**config.mk**
```make
export PLATFORM = sky130hd
export DESIGN_NAME = crw_mix
export DESIGN_NICKNAME = d
export VERILOG_FILES = /design/src/hw/rtl/crw_pkg.sv /design/src/hw/rtl/crw_mix.sv
export SDC_FILE = /design/constraint.sdc
export NUM_CORES = 2
export LEC_CHECK = 0
export BUFFER_PORTS_ARGS = -buffer_cell sky130_fd_sc_hd__buf_4
export CORE_AREA = 5 5 271 273
export CTS_BUF_LIST = sky130_fd_sc_hd__clkbuf_8
export CTS_CLUSTER_DIAMETER = 150
export DETAILED_ROUTE_END_ITERATION = 10
export DIE_AREA = 0 0 276 278
export PLACE_DENSITY = 0.83
export SETUP_SLACK_MARGIN = 0.1
export SLEW_MARGIN = 20
export SYNTH_ARGS = -nofsm -noshare
export SYNTH_HDL_FRONTEND = slang
export SYNTH_SLANG_ARGS = --single-unit
```
**constraint.sdc**
```tcl
create_clock -name clock -period 30.4 [get_ports clock]
set_input_delay 1.52 -clock clock [delete_from_list [all_inputs] [get_ports clock]]
set_output_delay 1.52 -clock clock [all_outputs]
set_load 0.01 [all_outputs]
```
**src/hw/rtl/crw_pkg.sv**
```systemverilog
// ----------------------------------------------------------------------------
// crw_pkg: shared types and constants of the cuckoo random walk placer
// Holds command and status codes, hash constants and the control structs
// passed between the placer and the mixing unit.
// ----------------------------------------------------------------------------
`default_nettype none

package crw_pkg;

   // Command codes of an input item.
   typedef enum logic [1:0] {
      CMD_INSERT = 2'd0,
      CMD_READ   = 2'd1,
      CMD_CLEAR  = 2'd2,
      CMD_NONE   = 2'd3
   } cmd_type;

   // Status codes of a result item.
   typedef enum logic [1:0] {
      STATUS_OK   = 2'd0,
      STATUS_DUP  = 2'd1,
      STATUS_FAIL = 2'd2
   } status_type;

   // Register indexes of the configuration port.
   localparam logic [1:0] REG_SEED     = 2'd0;
   localparam logic [1:0] REG_BCOUNT   = 2'd1;
   localparam logic [1:0] REG_HCOUNT   = 2'd2;
   localparam logic [1:0] REG_MAXSTEPS = 2'd3;

   // Reset values of the registers.
   localparam logic [10:0] BCOUNT_RST   = 11'd1024;
   localparam logic [2:0]  HCOUNT_RST   = 3'd3;
   localparam logic [15:0] MAXSTEPS_RST = 16'd10000;

   // Hash constants.
   localparam logic [63:0] K_GOLDEN = 64'h9e3779b97f4a7c15;
   localparam logic [63:0] K_MIX1   = 64'hbf58476d1ce4e5b9;
   localparam logic [63:0] K_MIX2   = 64'h94d049bb133111eb;
   localparam logic [63:0] K_ORD    = 64'hd6e8feb86659fd93;
   localparam logic [63:0] K_WALK   = 64'h0000000066616365;

   // Golden ratio times (j+1), modulo 2^64, for candidate j.
   localparam logic [63:0] GOLD_MUL [4] = '{
      64'h9e3779b97f4a7c15,
      64'h3c6ef372fe94f82a,
      64'hdaa66d2c7ddf743f,
      64'h78dde6e5fd29f054
   };

   // Placer sequencer states.
   typedef enum logic [3:0] {
      ST_CLEAR,
      ST_IDLE,
      ST_READ_WAIT,
      ST_CAND_HASH,
      ST_CAND_HWAIT,
      ST_CAND_MWAIT,
      ST_CAND_CHK,
      ST_WALK_HASH,
      ST_WALK_HWAIT,
      ST_WALK_MWAIT,
      ST_DONE
   } state_type;

   // Mixing unit sequencer states.
   typedef enum logic [3:0] {
      MX_IDLE,
      MX_ORD_LO,
      MX_ORD_HI,
      MX_PREP1,
      MX_M1_LL,
      MX_M1_LH,
      MX_M1_HL,
      MX_PREP2,
      MX_M2_LL,
      MX_M2_LH,
      MX_M2_HL,
      MX_FIN
   } mix_state_type;

   // Request to the mixing unit.
   typedef struct packed {
      logic        start;
      logic        use_ord;
      logic [63:0] key;
      logic [31:0] ord;
   } mix_req_type;

   // Answer of the mixing unit.
   typedef struct packed {
      logic        done;
      logic [63:0] result;
   } mix_rsp_type;

endpackage

`default_nettype wire

```
**src/hw/rtl/crw_mix.sv**
```systemverilog
// ----------------------------------------------------------------------------
// crw_mix: multi-cycle splitmix64 finalizer
// Optionally forms key ^ ord*K_ORD first, then applies the finalizer. All
// 64-bit products are built from 32x32 partial products on one multiplier.
// ----------------------------------------------------------------------------
`default_nettype none

module crw_mix
   import crw_pkg::*;
(
   input  wire logic        clock,
   input  wire logic        reset,
   input  wire mix_req_type req,
   output mix_rsp_type      rsp
);

   mix_state_type state_ff, state_in;
   logic [63:0]   key_ff, key_in;
   logic [63:0]   val_ff, val_in;
   logic [63:0]   acc_ff, acc_in;
   logic [63:0]   res_ff, res_in;
   logic          done_ff, done_in;
   logic [31:0]   mul_a, mul_b;
   logic [63:0]   prod;
   logic [63:0]   pre;
   logic [63:0]   mid;

   // Shared 32x32 multiplier.
   assign prod = {32'd0, mul_a} * {32'd0, mul_b};
   assign pre  = (key_ff ^ acc_ff) + K_GOLDEN;
   assign mid  = acc_ff ^ (acc_ff >> 27);

   // Sequencer.
   always_comb begin
      state_in = state_ff;
      key_in   = key_ff;
      val_in   = val_ff;
      acc_in   = acc_ff;
      res_in   = res_ff;
      done_in  = 1'b0;
      mul_a    = val_ff[31:0];
      mul_b    = K_MIX1[31:0];
      unique case (state_ff)
         MX_IDLE: begin
            if (req.start) begin
               key_in   = req.key;
               val_in   = {32'd0, req.ord};
               acc_in   = '0;
               state_in = req.use_ord ? MX_ORD_LO : MX_PREP1;
            end
         end
         MX_ORD_LO: begin
            mul_b    = K_ORD[31:0];
            acc_in   = prod;
            state_in = MX_ORD_HI;
         end
         MX_ORD_HI: begin
            mul_b    = K_ORD[63:32];
            acc_in   = acc_ff + {prod[31:0], 32'd0};
            state_in = MX_PREP1;
         end
         MX_PREP1: begin
            val_in   = pre ^ (pre >> 30);
            acc_in   = '0;
            state_in = MX_M1_LL;
         end
         MX_M1_LL: begin
            acc_in   = prod;
            state_in = MX_M1_LH;
         end
         MX_M1_LH: begin
            mul_b    = K_MIX1[63:32];
            acc_in   = acc_ff + {prod[31:0], 32'd0};
            state_in = MX_M1_HL;
         end
         MX_M1_HL: begin
            mul_a    = val_ff[63:32];
            acc_in   = acc_ff + {prod[31:0], 32'd0};
            state_in = MX_PREP2;
         end
         MX_PREP2: begin
            val_in   = mid;
            acc_in   = '0;
            state_in = MX_M2_LL;
         end
         MX_M2_LL: begin
            mul_b    = K_MIX2[31:0];
            acc_in   = prod;
            state_in = MX_M2_LH;
         end
         MX_M2_LH: begin
            mul_b    = K_MIX2[63:32];
            acc_in   = acc_ff + {prod[31:0], 32'd0};
            state_in = MX_M2_HL;
         end
         MX_M2_HL: begin
            mul_a    = val_ff[63:32];
            mul_b    = K_MIX2[31:0];
            acc_in   = acc_ff + {prod[31:0], 32'd0};
            state_in = MX_FIN;
         end
         MX_FIN: begin
            res_in   = acc_ff ^ (acc_ff >> 31);
            done_in  = 1'b1;
            state_in = MX_IDLE;
         end
         default: state_in = MX_IDLE;
      endcase
   end

   always_ff @(posedge clock) begin
      if (reset) begin
         state_ff <= MX_IDLE;
         done_ff  <= 1'b0;
      end else begin
         state_ff <= state_in;
         done_ff  <= done_in;
      end
      key_ff <= key_in;
      val_ff <= val_in;
      acc_ff <= acc_in;
      res_ff <= res_in;
   end

   assign rsp.done   = done_ff;
   assign rsp.result = res_ff;

`ifndef SYNTH
   // A finished hash leaves the unit idle.
   a_done_idle: assert property (@(posedge clock) disable iff (reset)
      done_ff |-> state_ff == MX_IDLE)
      else $error("mix done while busy");
   // The final state always raises done in the next cycle.
   a_fin_done: assert property (@(posedge clock) disable iff (reset)
      state_ff == MX_FIN |=> done_ff)
      else $error("mix finished without done");
   // A new start is only seen by an idle unit.
   a_start_idle: assert property (@(posedge clock) disable iff (reset)
      req.start |-> state_ff == MX_IDLE)
      else $error("mix started while busy");
`endif

endmodule

`default_nettype wire

```
==> run_results.csv <==
group,metric,value,unit
run_status,status,"finished, final reports clean",
global_route,gr-usage-met1,0.554,
logic_synthesis,syn_area_per_cell,9.74,um^2
cts,cts_sinks,261,
layout,final_cell_mix,"fa_1 (865), inv_1 (830), nor2_1 (554), nand2_1 (427), ha_1 (328)",
layout,fillers,5592,
placed_design,place.gp.congestion,1.07,
die,die_w,276,um
cts,post_cts_buffers,0,
critical_path,crit_buf_inv,4,
critical_path,end_kind,"flip-flop",
timing,tightest_slew,1.31,ns
timing,slew_headroom,0.116,
global_route,antenna_found_initial,3,
route,vias_per_cell,6.33,
die,num_io_pins,165,
global_route,grt_max_degree,66,
layout,final_common_cell,"fa_1",
run,maxCapViolCount,0,
cts,clockRootBuffer,"clkbuf_8",
cts,cts_inserted_buffers,38,
placed_design,io_buffers,164,
route,detail_route.first_pass.iterations,6,
critical_path,critical_path_required,30.69,ns
logic_synthesis,ys_types,80,
layout,fin_nets,6048,
critical_path,crit_path_top_delay_cell,"buf_4",
cts,cts_hold_buffers,0,
layout,n_antenna_cell,0,
timing,slew_violations,0,
route,wirelength,159000,um
timing,period_minus_slack,12.26,ns
layout,drive_gt1_frac,0.0816,
placed_design,dp_hpwl,132000,um
die,rows,98,
layout,seqCellArea,7790,um^2
global_route,grt_pass1_vias,37400,
die,start_util,0.642,
timing,fin_skew,0.0476,ns
critical_path,cp_common_cell,"fa_1",
cts,clockBufferDepth,3,
critical_path,path_delay_family,"adder cells",
cts,clock_latency,0.58,ns
global_route,grtUsageMet2,0.609,
logic_synthesis,ys_seq_area_frac,0.171,
timing,finalSetupTns,0,ns
timing,max_freq,81.6,MHz
min_path,min_path_type,"flip-flop to flip-flop",
critical_path,path_max_fanout,54,
route,wl_per_cell,27.8,um
timing,period_share,0.403,
logic_synthesis,async_reset_ff_frac,0,
cts,clk_transition_reported_paths,0.08,ns
critical_path,crit_type,"flip-flop to flip-flop",
route,vias,36300,
critical_path,max_stage_delay,0.86,ns
critical_path,start_kind,"flip-flop",
global_route,grt-busiest-layer,"met2",
cts,cts_tree,"built",
layout,multiInputGateArea,34000,um^2
timing,finalHoldViolCount,0,
layout,syn_to_final_growth,6.79,%
logic_synthesis,syn-num-nets,5968,
critical_path,r2r_setup_slack,18.14,ns
die,fp.dieH,278,um
logic_synthesis,ys_warn_count,0,
global_route,grtUsageTotal,0.415,
critical_path,cp.arrival,12.55,ns
logic_synthesis,synth_flop_cell,"edfxtp_1",
timing,grt_setup_unrepaired,"no",
route,drt_iter0_drc,4884,
cts,htreeDepth,2,
global_route,gr-total-overflow,0,
timing,setup_viol,0,
cts,cts_resized,0,
route,ant_nets,0,
die,die_area,76700,um^2
global_route,grt_pass1_wl,238000,um
logic_synthesis,synthCells,4675,
global_route,use_met3,0.131,
logic_synthesis,syn_area,45500,um^2
logic_synthesis,synth_edf_count,256,
die,core_area,70900,um^2
logic_synthesis,ys_ff_latch,261,
route,drc_errors,0,
[kinds of logic after synthesis]
group,synth area share
and+or+nand+nor,0.114
AOI/OAI and AO/OA,0.0773
buffers and inverters,0.0845
adders and majority gates,0.471
DFF,0.171
muxes,0.0170
xor gates and xnor gates,0.0653
[state kept, by name, indices dropped and copies added (netlist names)]
register  cells
res_ff       64
key_ff       64
val_ff       64
done_ff       1
state_ff      4
acc_ff       64
[stage by stage]
stage,util,setup slack (ns),hold slack [ns],std cells,cell area (um^2)
global route,0.686,17.99,0.680,5731,48600
CTS,0.686,18.54,0.668,5731,48600
finish,0.686,18.14,0.682,5731,48600
global placement,0.675,18.72,0.659,5665,47900
floorplan,-,20.61,0.455,4675,45500
detailed placement,0.675,18.60,0.676,5665,47900
[layout make-up]
type,count,share of cell area
well taps,950,0.0245
inverters,823,0.0636
clock buffers,38,0.0108
repair buffers,240,0.0371
clock inverters,28,0.00417
flip-flops and latches,261,0.160
multi-input cells,3391,0.700
[Yosys cell counts, drive strengths merged (21+ instances only)]
cell	n	area share
a21oi	157	0.017
o21ai	128	0.014
clkbuf	190	0.016
o22ai	38	0.0052
mux2i	40	0.0088
inv	823	0.068
nand2	432	0.036
nor2	570	0.047
nand2b	22	0.0030
xnor2	192	0.037
and2	40	0.0055
nor3	37	0.0043
nand4	21	0.0029
fa	865	0.38
nand3	29	0.0032
ha	328	0.090
mux2	33	0.0082
a21o	50	0.0082
o21bai	23	0.0038
edfxtp	256	0.17
xor2	142	0.027
[final timing paths]
kind / cells after the start / end / startpoint
hold reg to reg: 1 / res_ff[10] / acc_ff[10]
setup / recovery: 29 / acc_ff[63] / state_ff[3]
hold / removal: 1 / res_ff[10] / acc_ff[10]
setup reg to reg: 29 / acc_ff[63] / state_ff[3]
[layer usage]
layer / up-vias / wire length, um
met5: - / 13
met4: 2 / 12900
met3: 730 / 22100
met2: 2818 / 67700
met1: 17900 / 56700
li1: 14900 / -
Power is not shown: default switching activity piles up to over one toggle a cycle in this logic, so the estimate is an artifact.
