## config.mk

```make
export PLATFORM = sky130hd
export DESIGN_NAME = crw_mod
export DESIGN_NICKNAME = d
export VERILOG_FILES = /design/src/hw/rtl/crw_mod.sv
export SDC_FILE = /design/constraint.sdc
export NUM_CORES = 1
export LEC_CHECK = 0
export BUFFER_PORTS_ARGS = -buffer_cell sky130_fd_sc_hd__buf_2
export CORE_MARGIN = 2
export CORE_UTILIZATION = 42
export DETAILED_ROUTE_END_ITERATION = 7
export GPL_TIMING_DRIVEN = 1
export SKIP_CTS_REPAIR_TIMING = 1
export SLEW_MARGIN = 10
export SYNTH_ARGS = -nofsm -noshare
export SYNTH_HDL_FRONTEND = slang
export SYNTH_SLANG_ARGS = --single-unit
```

## constraint.sdc

```tcl
create_clock -name clock -period 6.8 [get_ports clock]
set_input_delay 1.02 -clock clock [delete_from_list [all_inputs] [get_ports clock]]
set_output_delay 1.02 -clock clock [all_outputs]
set_load 0.01 [all_outputs]
```

## src/hw/rtl/crw_mod.sv

```systemverilog
// ----------------------------------------------------------------------------
// crw_mod: bit-serial remainder unit
// Computes a 64-bit dividend modulo a narrow divisor, one bit per cycle.
// ----------------------------------------------------------------------------
`default_nettype none

module crw_mod #(
   parameter int unsigned DW = 11
) (
   input  wire logic          clock,
   input  wire logic          reset,
   input  wire logic          start,
   input  wire logic [63:0]   dividend,
   input  wire logic [DW-1:0] divisor,
   output logic               done,
   output logic [DW-1:0]      rem
);

   logic          busy_ff, busy_in;
   logic          done_ff, done_in;
   logic [5:0]    cnt_ff, cnt_in;
   logic [63:0]   dvd_ff, dvd_in;
   logic [DW-1:0] dsr_ff, dsr_in;
   logic [DW-1:0] rem_ff, rem_in;
   logic [DW:0]   trial;

   assign trial = {rem_ff, dvd_ff[63]};

   // One restoring step per cycle.
   always_comb begin
      busy_in = busy_ff;
      done_in = 1'b0;
      cnt_in  = cnt_ff;
      dvd_in  = dvd_ff;
      dsr_in  = dsr_ff;
      rem_in  = rem_ff;
      if (start) begin
         busy_in = 1'b1;
         cnt_in  = '0;
         dvd_in  = dividend;
         dsr_in  = divisor;
         rem_in  = '0;
      end else if (busy_ff) begin
         dvd_in = {dvd_ff[62:0], 1'b0};
         if (trial >= {1'b0, dsr_ff}) begin
            rem_in = DW'(trial - {1'b0, dsr_ff});
         end else begin
            rem_in = DW'(trial);
         end
         cnt_in = cnt_ff + 6'd1;
         if (cnt_ff == 6'd63) begin
            busy_in = 1'b0;
            done_in = 1'b1;
         end
      end
   end

   always_ff @(posedge clock) begin
      if (reset) begin
         busy_ff <= 1'b0;
         done_ff <= 1'b0;
      end else begin
         busy_ff <= busy_in;
         done_ff <= done_in;
      end
      cnt_ff <= cnt_in;
      dvd_ff <= dvd_in;
      dsr_ff <= dsr_in;
      rem_ff <= rem_in;
   end

   assign done = done_ff;
   assign rem  = rem_ff;

`ifndef SYNTH
   // The remainder is below the divisor when reported.
   a_rem_range: assert property (@(posedge clock) disable iff (reset)
      done_ff && dsr_ff != '0 |-> rem_ff < dsr_ff)
      else $error("remainder out of range");
   // Done only follows the last step.
   a_done_last: assert property (@(posedge clock) disable iff (reset)
      done_ff |-> !busy_ff && $past(busy_ff))
      else $error("remainder done without work");
   // A start never arrives during work.
   a_start_idle: assert property (@(posedge clock) disable iff (reset)
      start |-> !busy_ff)
      else $error("remainder started while busy");
`endif

endmodule

`default_nettype wire

```

==> metrics.cfg, run 1 <==
[power_and_ir_drop]
intPower_mw = 0.890
netSwitchingFraction_pct = 24.2
leakagePower_nw = 2.06
vdd_ir_drop_max_v = 0.000160
combPwrFrac_pct = 12.4
power_switching_mw = 0.284
power_density_nw_per_um2 = 230
clkPwrFrac_pct = 28.0
power_frac_seq_pct = 59.5

[drt]
dr_total_vias = 2762
dr.pass1.iters = 4
drc_errors = 0
drt_iter0_markers = 119
vias_per_cell = 5.01
wire_per_inst_um = 15.1
drtAntennaViolNets = 0
drt_wl_total_mm = 8.31

[final_layout]
stdcell_area_um2 = 5100
final_layout_size_suffix_gt1_share_pct = 41.9
n_antenna_cell = 0
syn_to_final_growth_pct = 17.3
nFillCells = 945
final_common_cell = buf_2
final_nets = 501
final_cell_mix = 88 x buf_2, 75 x edfxtp_1, 63 x mux2_2

[die]
die-height_um = 106
fp.coreArea_um2 = 10200
start_util_pct = 42.7
die_w_um = 106
row_count = 37
num_io_pins = 90
dieArea_um2 = 11200

[placement]
gp_congestion = 0.853
dp_hpwl_mm = 5.69
place_area_um2 = 4940
dpl_worst_slack_ns = 3.98
portBuffers = 89

[sta]
slew_headroom_pct = 45.8
finClkSkew_ns = 0.0177
setup_slack_ns = 3.99
fmax_mhz = 356
hold_ws_ns = 0.494
slew_violations = 0
hold_viol_final = 0
rsz0062_at_grt = no
setup_tns_ns = 0
min_period_ns = 2.81
period_share_pct = 41.3
setup_viol_count_final = 0
tightest_slew_ns = 0.806

[synth]
synthCells = 318
synth.distinct_cells = 42
ys_warn_count = 0
ys_seq_elements = 94
synthTopCellsByArea = edfxtp_1 52%, mux2_2 16%, dfxtp_1 8.7%
syn_nets = 409
netlist.top_cell.by_area = edfxtp_1
synth_area_um2 = 4350
synth_ff_type = edfxtp_1
yosysTopAreaCellShare_pct = 51.8
ys_seq_area_share_pct = 60.5
synth-edff-count = 75
async_flop_share_pct = 0
avgSynthCellArea_um2 = 13.7

[clock_tree]
clkSinkCount = 94
cts_root_buf = clkbuf_8
clkTransAtPathRegs_ns = 0.09
clock_latency_ns = 0.37
cts_tree = yes
clockBufferDepth = 2
htreeDepth = 3
cts_made_buffers = 9

[worst_hold_path]
hp-class = reg -> reg
holdCritStartpoint = cnt_ff[5]
hold_depth = 2
min_to = cnt_ff[5]

[critical_path]
crit_required_ns = 7.08
crit_arrival_ns = 3.09
crit_path_start_kind = flop
reg2reg_to = rem[6]
reg2reg_from = dvd_ff[63]
crit_chain = inv_1 -> ha_1 -> fa_1 -> and2b_1 -> o22ai_2 -> a211o_2 -> and2_1 -> or3b_1 -> a311oi_2
ff2ff_path_depth = 9
critPathCaptureType = flop
cp_slowest_stage_delay_ns = 0.42
crit_fanout = 9
rrSetupSlack_ns = 3.99
cpMaxStageDelayCell = or3b_1
critPathKind = reg -> reg

[grt]
grt_max_degree = 67
track_usage_pct = 15.7
grt_first_pass_wirelength_mm = 13.5
grt_overflow_total = 0
grt_antenna_before_repair = 0
grt_pass1_vias = 2794

[status]
status = finished, final reports clean

[job]
drv_cap = 0

[sequential cells by signal, indices dropped and copies added (netlist names)]
register	flops
dvd_ff	64
dsr_ff	11
rem	11
cnt_ff	6
busy_ff	1
done	1
[per-stage QoR]
stage                     util (%)  power [mW]  instances
after floorplan                  -       0.807        318
after global placement        48.5       0.856        535
after detailed placement      48.5       0.859        535
after CTS                     50.1        1.19        551
after global routing          50.1        1.23        551
final                         50.1        1.17        551
[layer usage]
metal | track usage [%] | vias to the layer above | wire [um] | share of wire, %
met2 | 24.4 | 86 | 3860 | 47
met4 | 6.02 | 0 | 124 | 1.5
met3 | 6.31 | 8 | 665 | 8.0
met1 | 19.6 | 1296 | 3650 | 44
met5 | 0 | - | 0 | 0
li1 | - | 1372 | - | -
[area by class of cell]
| type | count | area, um2 | area share (%) |
|---|---|---|---|
| clock inverters | 5 | 32.5 | 0.638 |
| clock buffers | 11 | 131 | 2.58 |
| well taps | 136 | 170 | 3.34 |
| flip-flops and latches | 94 | 2630 | 51.6 |
| repair buffers | 91 | 463 | 9.08 |
| inverters | 16 | 60.1 | 1.18 |
| multi-input cells | 198 | 1610 | 31.6 |
[cell usage after synthesis, drive strengths merged, types with 3 or more instances]
cell type / instances
edfxtp: 75
mux2: 63
dfxtp: 19
nor2: 18
inv: 16
o21ai: 16
nand2: 15
a21oi: 13
ha: 12
clkbuf: 9
nor3: 5
xor2: 5
nand4: 4
o21a: 4
mux2i: 3
nand3: 3
or3: 3
xnor2: 3
[critical path, delay by kind of cell (launching register included)]
kind	cells	cell delay (ns)
flops	1	0.36
fa+ha+maj	2	0.61
simple gates	3	0.94
buf+inv	1	0.05
compound gates	3	0.75
[kinds of logic (layout without fill, tap and decap cells)]
family	Yosys count	after routing	synth area share, %
buf+inv	26	123	2.42
simple gates	60	60	6.65
mux	66	66	17.0
fa+ha+maj	13	13	3.91
compound gates	51	51	7.88
xor+xnor	8	8	1.61
flops	94	94	60.5
[worst max path at each step]
stage | start | to | slack [ns] | cells past startpoint
final | dvd_ff[63] | rem[6] | 3.99 | 9
after global routing | dvd_ff[63] | rem[6] | 3.83 | 9
after CTS | dvd_ff[63] | rem[6] | 3.97 | 9
after detailed placement | start | rem[5] | 3.98 | 5
after global placement | start | rem[10] | 4.01 | 6
after floorplan | start | dvd_ff[0] | 3.97 | 2
[power by group through the flow]
stage	combinational (mW)	clock (mW)	sequential [mW]
global placement	0.144	0	0.712
CTS	0.148	0.344	0.700
detailed placement	0.148	0	0.712
floorplan	0.101	0	0.706
finish	0.146	0.329	0.699
global route	0.163	0.363	0.705
No activity file was read; power rests on OpenSTA's default activity.
==> inputs of run 2 (changes only) <==
PLACE_DENSITY = 0.66   (was unset)
clock period = 2.35 ns   (was 6.8 ns; I/O delays follow)
==> metrics.cfg, run 2 (synthesized netlist as in run 1, its figures left out) <==
[sta]
setup_tns_ns = -0.0403
rsz0062_at_grt = yes
slew_violations = 0
setup_slack_ns = -0.0403
hold_viol_final = 0
setup_viol_count_final = 1
period_share_pct = 102
min_period_ns = 2.39
hold_ws_ns = 0.167
finClkSkew_ns = 0.00979
tightest_slew_ns = 0.461
fmax_mhz = 418
slew_headroom_pct = 69.2

[drt]
drc_errors = 0
wire_per_inst_um = 14.9
dr.pass1.iters = 4
dr_total_vias = 2854
vias_per_cell = 5.07
drtAntennaViolNets = 0
drt_iter0_markers = 106
drt_wl_total_mm = 8.41

[critical_path]
crit_path_start_kind = flop
critPathCaptureType = flop
critPathKind = reg -> reg
cp_top_family = simple AND/OR/NAND/NOR gates
crit_arrival_ns = 2.66
crit_fanout = 3
critPathBufInv = 1
crit_chain = inv_1 -> ha_2 -> fa_2 -> and2b_1 -> o22ai_2 -> a211o_2 -> and2_4 -> or3b_4 -> a311oi_2
crit_required_ns = 2.62
cpMaxStageDelayCell = or3b_4
cp_slowest_stage_delay_ns = 0.36

[final_layout]
regMostFlops = dvd_ff
syn_to_final_growth_pct = 20.2
finish.utilization_pct = 51.3
fin_cells = 563
final_common_cell = buf_2
final_cell_mix = 88 x buf_2, 75 x edfxtp_1, 63 x mux2_2
stdcell_area_um2 = 5230
largest_reg_flops = 64
final_nets = 514
n_antenna_cell = 0
final_layout_size_suffix_gt1_share_pct = 45.2

[placement]
dp_hpwl_mm = 6.06
dpl_worst_slack_ns = -0.0468
portBuffers = 89
place_area_um2 = 5060
dpl.cell_count = 548
gp_congestion = 0.936

[power_and_ir_drop]
clkPwrFrac_pct = 27.0
p_total_mw = 3.39
netSwitchingFraction_pct = 23.8
power_switching_mw = 0.806
combPwrFrac_pct = 13.6
power_density_nw_per_um2 = 649
leakagePower_nw = 2.12
intPower_mw = 2.58
power_frac_seq_pct = 59.5
vdd_ir_drop_max_v = 0.000400

[die]
row_count = 37
die-height_um = 106
start_util_pct = 42.7
dieArea_um2 = 11200
die_w_um = 106
fp.coreArea_um2 = 10200
num_io_pins = 90

[grt]
grt_antenna_before_repair = 1
grt_first_pass_wirelength_mm = 14.1
grt_pass1_vias = 2937
grt_max_degree = 38
grt_overflow_total = 0
track_usage_pct = 16.1

[status]
violations = negative setup slack
status = finished with violations

[clock_tree]
clkSinkCount = 94
cts_root_buf = clkbuf_8
clkTransAtPathRegs_ns = 0.09
cts_made_buffers = 9
cts_tree = yes
htreeDepth = 3
clock_latency_ns = 0.36
clockBufferDepth = 2

[worst_hold_path]
hp-class = in -> reg

[job]
drv_cap = 0

-- run 2: layer usage --
metal | GRT usage, % | share of wire, % | up-vias
li1 | - | - | 1396
met1 | 20.1 | 44 | 1359
met2 | 24.8 | 46 | 84
met3 | 6.00 | 8.2 | 13
met4 | 7.24 | 1.6 | 2
met5 | 0 | 0.13 | -
-- run 2: worst paths after layout --
path              start  cells past startpoint  slack [ns]        end
max          dvd_ff[63]                      9       -0.04     rem[6]
min          divisor[8]                      1        0.17  dsr_ff[8]
max reg2reg  dvd_ff[63]                      9       -0.04     rem[6]
min reg2reg      rem[8]                      2        0.48     rem[8]
-- run 2: power groups by stage --
stage                     combinational [mW]  clock (mW)  sequential (mW)
after floorplan                        0.296           0             2.04
after global routing                   0.512        1.01             2.03
final                                  0.459       0.915             2.02
after CTS                              0.463       0.957             2.02
after detailed placement               0.460           0             2.06
after global placement                 0.449           0             2.05
-- run 2: final cells by class --
class / count / area [um2]
clock buffers: 10 / 128
clock inverters: 5 / 27.5
fillers: 971 / 4960
inverters: 16 / 63.8
multi-input cells: 198 / 1630
flip-flops and latches: 94 / 2630
well taps: 136 / 170
repair buffers: 104 / 573
